--- config.mk ---
export PLATFORM = sky130hd
export DESIGN_NAME = cohen_sutherland_line_clip_unit
export DESIGN_NICKNAME = d
export VERILOG_FILES = /design/src/rtl/csl_pkg.sv /design/src/rtl/cohen_sutherland_line_clip_unit.sv
export SDC_FILE = /design/constraint.sdc
export NUM_CORES = 2
export LEC_CHECK = 0
export BUFFER_PORTS_ARGS = -buffer_cell sky130_fd_sc_hd__buf_2
export CAP_MARGIN = 30
export CORE_MARGIN = 8
export CORE_UTILIZATION = 50
export CTS_CLUSTER_DIAMETER = 40
export DETAILED_ROUTE_END_ITERATION = 16
export PLACE_DENSITY = 0.67
export SYNTH_ARGS = -nofsm -noshare
export SYNTH_HDL_FRONTEND = slang
export SYNTH_SLANG_ARGS = --single-unit
--- constraint.sdc ---
create_clock -name clk -period 20.5 [get_ports clk]
set_input_delay 3.075 -clock clk [delete_from_list [all_inputs] [get_ports clk]]
set_output_delay 3.075 -clock clk [all_outputs]
set_load 0.02 [all_outputs]
--- src/rtl/csl_pkg.sv ---
// Shared constants, codes and payload types for the line clip unit.
`default_nettype none

package csl_pkg;

  localparam int COORD_BITS = 16;
  localparam int DIFF_BITS  = COORD_BITS + 1;
  localparam int PROD_BITS  = 2 * DIFF_BITS;
  localparam int STEP_BITS  = $clog2(DIFF_BITS + 1);
  localparam int PASS_BITS  = 3;

  localparam logic [PASS_BITS-1:0] MAX_PASSES = PASS_BITS'(4);

  // Region code bit positions.
  localparam int RC_LEFT   = 0;
  localparam int RC_RIGHT  = 1;
  localparam int RC_BOTTOM = 2;
  localparam int RC_TOP    = 3;

  typedef logic signed [COORD_BITS-1:0] coord_t;

  typedef enum logic [1:0] {
    CFG_WIN_LEFT   = 2'd0,
    CFG_WIN_BOTTOM = 2'd1,
    CFG_WIN_RIGHT  = 2'd2,
    CFG_WIN_TOP    = 2'd3
  } cfg_index_t;

  localparam coord_t WIN_LEFT_RESET   = COORD_BITS'(-320);
  localparam coord_t WIN_BOTTOM_RESET = COORD_BITS'(-240);
  localparam coord_t WIN_RIGHT_RESET  = COORD_BITS'(319);
  localparam coord_t WIN_TOP_RESET    = COORD_BITS'(239);

  typedef struct packed {
    coord_t start_x;
    coord_t start_y;
    coord_t end_x;
    coord_t end_y;
  } in_item_t;

  typedef struct packed {
    logic   accepted;
    coord_t clip_start_x;
    coord_t clip_start_y;
    coord_t clip_end_x;
    coord_t clip_end_y;
  } out_item_t;

endpackage

`default_nettype wire

--- src/rtl/cohen_sutherland_line_clip_unit.sv ---
// Cohen-Sutherland line clipper with a shared multiply and restoring divider.
//
// Usage: configure the window through the cfg channel (index 0 left, 1 bottom,
// 2 right, 3 top; always ready), then send one segment per in request. Each
// segment yields exactly one out request: accepted plus the clipped endpoints,
// with all coordinates zero when the segment is rejected.
// Sequence: the segment is loaded, then each pass computes region codes; each
// clipping pass then multiplies, divides bit-serially and fixes up the moved
// endpoint, and the decided result is written into the output register.
// The bit-serial divider, one quotient bit per cycle, computes the edge
// intersection of every pass; a segment gets at most four clipping passes.
// in_ready is high only while no segment is being clipped. The output register
// holds a finished result until out_ready; the next segment is taken meanwhile,
// and the block waits at the end of it if the previous result is still held.
// Reset (synchronous, active high) restores the default window, empties the
// output register and returns the sequencer to idle.
`default_nettype none

module cohen_sutherland_line_clip_unit (
  input  wire                   clk,
  input  wire                   rst,
  input  wire                   in_valid,
  output logic                  in_ready,
  input  csl_pkg::in_item_t     in_data,
  output logic                  out_valid,
  input  wire                   out_ready,
  output csl_pkg::out_item_t    out_data,
  input  wire                   cfg_valid,
  output logic                  cfg_ready,
  input  csl_pkg::cfg_index_t   cfg_index,
  input  csl_pkg::coord_t       cfg_data
);
  import csl_pkg::*;

  localparam int D = DIFF_BITS;
  localparam int R = COORD_BITS + 2;

  typedef enum logic [2:0] {
    S_IDLE, S_CODE, S_MUL, S_DIV, S_FIX, S_DONE
  } state_t;

  state_t                 state;
  coord_t                 win_left, win_bottom, win_right, win_top;
  coord_t                 x1, y1, x2, y2;
  logic [PASS_BITS-1:0]   pass;
  logic                   acc;
  coord_t                 base;
  coord_t                 edge_val;
  logic                   edge_y;
  logic                   move1;
  logic                   neg;
  logic [D-1:0]           mag_a, mag_d, mag_b;
  logic [D-1:0]           rem, lo;
  logic [STEP_BITS-1:0]   step;

  function automatic logic [3:0] region(coord_t x, coord_t y, coord_t l, coord_t b,
                                        coord_t r, coord_t t);
    logic [3:0] c;
    c = 4'b0000;
    c[RC_LEFT]   = (x < l);
    c[RC_RIGHT]  = (x > r);
    c[RC_BOTTOM] = (y < b);
    c[RC_TOP]    = (y > t);
    return c;
  endfunction

  function automatic logic signed [D-1:0] sdiff(coord_t p, coord_t q);
    return $signed({p[COORD_BITS-1], p}) - $signed({q[COORD_BITS-1], q});
  endfunction

  function automatic logic [D-1:0] mag(logic signed [D-1:0] v);
    return v[D-1] ? D'(-v) : D'(v);
  endfunction

  // Region codes and edge selection.
  logic [3:0]             c1, c2, oc;
  logic signed [D-1:0]    op_a, op_d, op_b;
  coord_t                 op_base, op_edge;
  logic                   op_edge_y;

  always_comb begin
    c1 = region(x1, y1, win_left, win_bottom, win_right, win_top);
    c2 = region(x2, y2, win_left, win_bottom, win_right, win_top);
    oc = (c1 != 4'b0000) ? c1 : c2;
    priority if (oc[RC_TOP]) begin
      op_a = sdiff(win_top, y1);
      op_d = sdiff(x2, x1);
      op_b = sdiff(y2, y1);
      op_base = x1;
      op_edge = win_top;
      op_edge_y = 1'b1;
    end else if (oc[RC_BOTTOM]) begin
      op_a = sdiff(win_bottom, y1);
      op_d = sdiff(x2, x1);
      op_b = sdiff(y2, y1);
      op_base = x1;
      op_edge = win_bottom;
      op_edge_y = 1'b1;
    end else if (oc[RC_LEFT]) begin
      op_a = sdiff(win_left, x1);
      op_d = sdiff(y2, y1);
      op_b = sdiff(x2, x1);
      op_base = y1;
      op_edge = win_left;
      op_edge_y = 1'b0;
    end else begin
      op_a = sdiff(win_right, x1);
      op_d = sdiff(y2, y1);
      op_b = sdiff(x2, x1);
      op_base = y1;
      op_edge = win_right;
      op_edge_y = 1'b0;
    end
  end

  // Divider step.
  logic [D:0]   trial;
  logic         ge;
  logic [D:0]   trial_sub;

  always_comb begin
    trial     = {rem, lo[D-1]};
    ge        = (trial >= {1'b0, mag_b});
    trial_sub = trial - {1'b0, mag_b};
  end

  // Intersection fixup: truncate base + a*d/b toward zero.
  logic signed [R-1:0]  base_e, q_e, fl, res;
  logic                 r_nz;
  coord_t               new_val;

  always_comb begin
    base_e = R'(base);
    q_e    = $signed(R'(lo));
    r_nz   = (rem != '0);
    fl     = neg ? base_e - q_e - R'(r_nz) : base_e + q_e;
    if (mag_b == '0 || (lo == '0 && !r_nz)) begin
      res = base_e;
    end else if (r_nz && fl[R-1]) begin
      res = fl + R'(1);
    end else begin
      res = fl;
    end
    new_val = res[COORD_BITS-1:0];
  end

  logic out_free;
  assign out_free  = !out_valid || out_ready;
  assign in_ready  = (state == S_IDLE);
  assign cfg_ready = 1'b1;

  always_ff @(posedge clk) begin
    if (rst) begin
      state      <= S_IDLE;
      out_valid  <= 1'b0;
      win_left   <= WIN_LEFT_RESET;
      win_bottom <= WIN_BOTTOM_RESET;
      win_right  <= WIN_RIGHT_RESET;
      win_top    <= WIN_TOP_RESET;
      pass       <= '0;
      step       <= '0;
      acc        <= 1'b0;
    end else begin
      if (cfg_valid) begin
        unique case (cfg_index)
          CFG_WIN_LEFT:   win_left   <= cfg_data;
          CFG_WIN_BOTTOM: win_bottom <= cfg_data;
          CFG_WIN_RIGHT:  win_right  <= cfg_data;
          CFG_WIN_TOP:    win_top    <= cfg_data;
          default:        ;
        endcase
      end

      // Drop the held result unless a new one replaces it this cycle.
      if (out_valid && out_ready && state != S_DONE) begin
        out_valid <= 1'b0;
      end

      unique case (state)
        S_IDLE: begin
          if (in_valid) begin
            x1    <= in_data.start_x;
            y1    <= in_data.start_y;
            x2    <= in_data.end_x;
            y2    <= in_data.end_y;
            pass  <= '0;
            state <= S_CODE;
          end
        end
        S_CODE: begin
          if ((c1 | c2) == 4'b0000) begin
            acc   <= 1'b1;
            state <= S_DONE;
          end else if ((c1 & c2) != 4'b0000 || pass == MAX_PASSES) begin
            acc   <= 1'b0;
            state <= S_DONE;
          end else begin
            mag_a    <= mag(op_a);
            mag_d    <= mag(op_d);
            mag_b    <= mag(op_b);
            neg      <= op_a[D-1] ^ op_d[D-1] ^ op_b[D-1];
            base     <= op_base;
            edge_val <= op_edge;
            edge_y   <= op_edge_y;
            move1    <= (c1 != 4'b0000);
            state    <= S_MUL;
          end
        end
        S_MUL: begin
          {rem, lo} <= PROD_BITS'(mag_a) * PROD_BITS'(mag_d);
          step      <= '0;
          state     <= S_DIV;
        end
        S_DIV: begin
          rem  <= ge ? trial_sub[D-1:0] : trial[D-1:0];
          lo   <= {lo[D-2:0], ge};
          step <= step + STEP_BITS'(1);
          if (step == STEP_BITS'(D - 1)) begin
            state <= S_FIX;
          end
        end
        S_FIX: begin
          // Move the outside endpoint onto the chosen edge.
          if (move1) begin
            x1 <= edge_y ? new_val : edge_val;
            y1 <= edge_y ? edge_val : new_val;
          end else begin
            x2 <= edge_y ? new_val : edge_val;
            y2 <= edge_y ? edge_val : new_val;
          end
          pass  <= pass + PASS_BITS'(1);
          state <= S_CODE;
        end
        S_DONE: begin
          // Hold until the output register is free.
          if (out_free) begin
            out_valid             <= 1'b1;
            out_data.accepted     <= acc;
            out_data.clip_start_x <= acc ? x1 : '0;
            out_data.clip_start_y <= acc ? y1 : '0;
            out_data.clip_end_x   <= acc ? x2 : '0;
            out_data.clip_end_y   <= acc ? y2 : '0;
            state                 <= S_IDLE;
          end
        end
        default: state <= S_IDLE;
      endcase
    end
  end

endmodule

`default_nettype wire

==> run_results.csv <==
group,metric,value,unit
status,status,"finished, final reports clean",
setup_path,slowest_delay,0.64,ns
synthesis,ys_warn_count,0,
sta,setup_violations,0,
placement,post-place-ws,13.22,ns
detailed_routing,drt_first_pass_iters,6,
placement,hpwlAfterDp,87300,µm
sta,fin_crit_sh,35.4,%
sta,rsz0062_at_grt,"no",
power_and_ir_drop,irDropWorstVdd,0.209,mV
global_route,grt_pass1_wl,164000,µm
sta,fin_crit,7.25,ns
synthesis,synth-edff-count,249,
sta,final_hold_viol_count,0,
clock_tree,cts_root_buffer,"clkbuf_16",
clock_tree,clockBufferDepth,3,
synthesis,seq_area_frac_synth,26.7,%
floorplanning,die_x,276,µm
synthesis,synth_seq_cells,326,
global_route,grt_pass1_vias,27100,
layout,drive_gt1_share,8.30,%
placement,numPortBuffers,153,
floorplanning,die_area,76000,µm²
synthesis,synth-simple-area-share,16.9,%
sta,setup_ws,13.25,ns
setup_path,crit_required,20.81,ns
synthesis,syn_area,33700,µm²
clock_tree,cts.htree.levels,2,
detailed_routing,drt_iter0_markers,2721,
power_and_ir_drop,p_per_area,135,nW/µm²
global_route,antenna_found_initial,2,
detailed_routing,via_per_inst,5.86,
synthesis,synth_top_family_by_area,"adder cells",
setup_path,worstSetupPathType,"flip-flop to flip-flop",
sta,holdWs,0.496,ns
placement,place_congestion,0.990,
power_and_ir_drop,power_leakage,16.6,nW
detailed_routing,final_antenna_net_count,0,
setup_path,path_common_cell,"fa_1",
clock_tree,cts_tree,"built",
placement,place_inst,4711,
worst_hold_path,hp-class,"flip-flop to flip-flop",
setup_path,startpoint_type,"flip-flop",
layout,final_cells,4802,
synthesis,avgSynthCellArea,8.88,µm²
setup_path,path_cells,"and2_1 > fa_1 > inv_1 > fa_1 > inv_1 > fa_1 > fa_1 > fa_1 > inv_1 > fa_1 > inv_1 > ha_1 > a21o_1 > a21oi_1 > o21ai_0 > a21oi_1 > o31ai_1 > buf_4 > and3_1 > o41ai_1 > o21ai_0 > a31oi_1 > xnor2_1 > mux2i_1",
detailed_routing,num_vias,28100,
floorplanning,die_h,276,µm
setup_path,end_kind,"flip-flop",
synthesis,synth_nets,4457,
flow_run,maxCapViolations,0,
power_and_ir_drop,fin_total_pwr,5.00,mW
layout,fill_cells,6154,
clock_tree,post-cts-setup-buffer-count,0,
clock_tree,clock_sinks,326,
clock_tree,hold_buffers,0,
floorplanning,coreArea,66900,µm²
floorplanning,rows,95,
clock_tree,cts_resized,0,
detailed_routing,wirelength,108000,µm
setup_path,cp_max_fo,17,
sta,max_freq,0.138,GHz
synthesis,async_reset_ff_share,0,%
floorplanning,floorplan.initialDensity,50.4,%
synthesis,synth_fa_ha_area_share,26.5,%
global_route,track_usage,28.4,%
synthesis,synth_ff_type,"edfxtp_1",
layout,nets,4549,
clock_tree,path_clk_slew,0.06,ns
synthesis,synth_cell_types,96,
setup_path,reg2reg_slack,13.25,ns
synthesis,synthCells,3796,
global_route,grt_overflow,0,
sta,tightest_slew,0.981,ns
synthesis,muxShareOfSynthArea,1.95,%
sta,slew-limit-headroom,34.6,%
setup_path,crit_family,"adder cells",
setup_path,critPathSlowestCell,"edfxtp_1",
sta,skew,0.0417,ns
clock_tree,insertion_delay,0.61,ns
clock_tree,cts_buffers,48,
synthesis,synth_xor_area_share,5.07,%
global_route,grt_max_degree,78,
detailed_routing,wl_per_cell,22.5,µm
detailed_routing,route.detailed.drc,0,
sta,drv_slew,0,
sta,fin_setup_tns,0,ns
setup_path,arrival,7.56,ns
layout,syn2layout_area_growth,9.76,%
floorplanning,io_pins,155,
synthesis,synth_compound_area_share,15.6,%
setup_path,cp_num_buf_inv,5,
## power breakdown
part,switching (mW),internal (mW)
combinational,1.95,1.23
clock,0.345,0.506
sequential,0.0780,0.894
total,2.37,2.63
## final timing paths
check	end	cells past startpoint	startpoint
worst max-delay path	rem[16]$_DFFE_PP_	24	mag_d[13]$_DFFE_PP_
worst min-delay path	step[1]$_SDFFE_PP0N_	2	step[1]$_SDFFE_PP0N_
worst max register to register	rem[16]$_DFFE_PP_	24	mag_d[13]$_DFFE_PP_
worst min register to register	step[1]$_SDFFE_PP0N_	2	step[1]$_SDFFE_PP0N_
## Yosys cell counts (27+ instances only)
master    count  share of area (%)
o21a_1       34               0.76
mux2i_1      50                1.5
a21o_1       56                1.2
and3_1       33               0.61
dfxtp_1      77                4.6
nor2_1      260                2.9
a21oi_1     235                3.5
and2_1      191                3.5
nand3_1      49               0.73
xor2_1       75                1.9
xnor2_1     120                3.1
nand2_1     461                5.1
inv_1       508                5.7
o21ai_0     142                2.1
clkbuf_1    118                1.3
nor2b_1      27               0.50
ha_1        340                 13
nand2b_1     27               0.50
o211ai_1     38               0.85
edfxtp_1    249                 22
fa_1        234                 14
nor3_1       54               0.80
## sequential cells by signal, indices dropped and copies added, names as in the netlist, 5 cells and up
register	count
mag_d	17
edge_val	16
out_data	65
x1	16
win_right	16
y2	16
base	16
lo	17
win_top	16
step	5
mag_b	17
y1	16
mag_a	17
rem	17
win_left	16
x2	16
win_bottom	16
## through the flow
step           cell area, µm²  util (%)
5_1_grt                 37000      55.3
3_5_place_dp            35300      52.8
6_report                37000      55.3
2_1_floorplan           33700         -
3_3_place_gp            35300      52.7
4_1_cts                 37000      55.3
## metal layers
metal,share of wire [%],vias up,global-route usage [%]
li1,-,13200,-
met1,41,13600,36.8
met2,47,1071,46.5
met3,7.2,237,4.04
met4,5.5,4,13.7
met5,0.022,-,0
## layout by cell type, fill, tap and decap left out, drive strengths merged, types with 17 or more instances in the layout
| cell type | count |
|---|---|
| inv | 522 |
| nand2 | 461 |
| ha | 340 |
| nor2 | 260 |
| edfxtp | 249 |
| a21oi | 237 |
| fa | 234 |
| and2 | 193 |
| buf | 180 |
| o21ai | 152 |
| xnor2 | 120 |
| dfxtp | 77 |
| xor2 | 75 |
| clkbuf | 59 |
| a21o | 56 |
| nor3 | 54 |
| mux2i | 50 |
| nand3 | 49 |
| o211ai | 38 |
| o21a | 34 |
| and3 | 33 |
| nor2b | 27 |
| nand2b | 27 |
| nand4 | 26 |
| a221o | 26 |
| o221ai | 26 |
| o31ai | 22 |
| a211oi | 21 |
| a211o | 20 |
| a31oi | 20 |
| a221oi | 17 |
## layout make-up
class | instances | area, µm² | share of cell area [%]
clock inverter | 31 | 352 | 0.950
timing repair buffer | 180 | 988 | 2.67
tap | 873 | 1090 | 2.95
clock buffer | 59 | 1340 | 3.62
multi-input combinational | 2822 | 22300 | 60.3
inverter | 510 | 1910 | 5.17
antenna | 1 | 2.50 | 0.00676
sequential | 326 | 9020 | 24.4
## worst min-delay path, stage by stage (launching register included)
cell	delay, ns
dfxtp_1	0.33
nand2_1	0.07
a21oi_1	0.05
## cells by family after synthesis
logic type               Yosys count
AND/OR/NAND/NOR                 1205
AO/OA/AOI/OAI                    783
buffers and inverters            648
adder cells (fa/ha/maj)          574
flip-flops                       326
XOR/XNOR                         195
multiplexers                      64
other                              1
No activity file was read; power rests on OpenSTA's default activity.
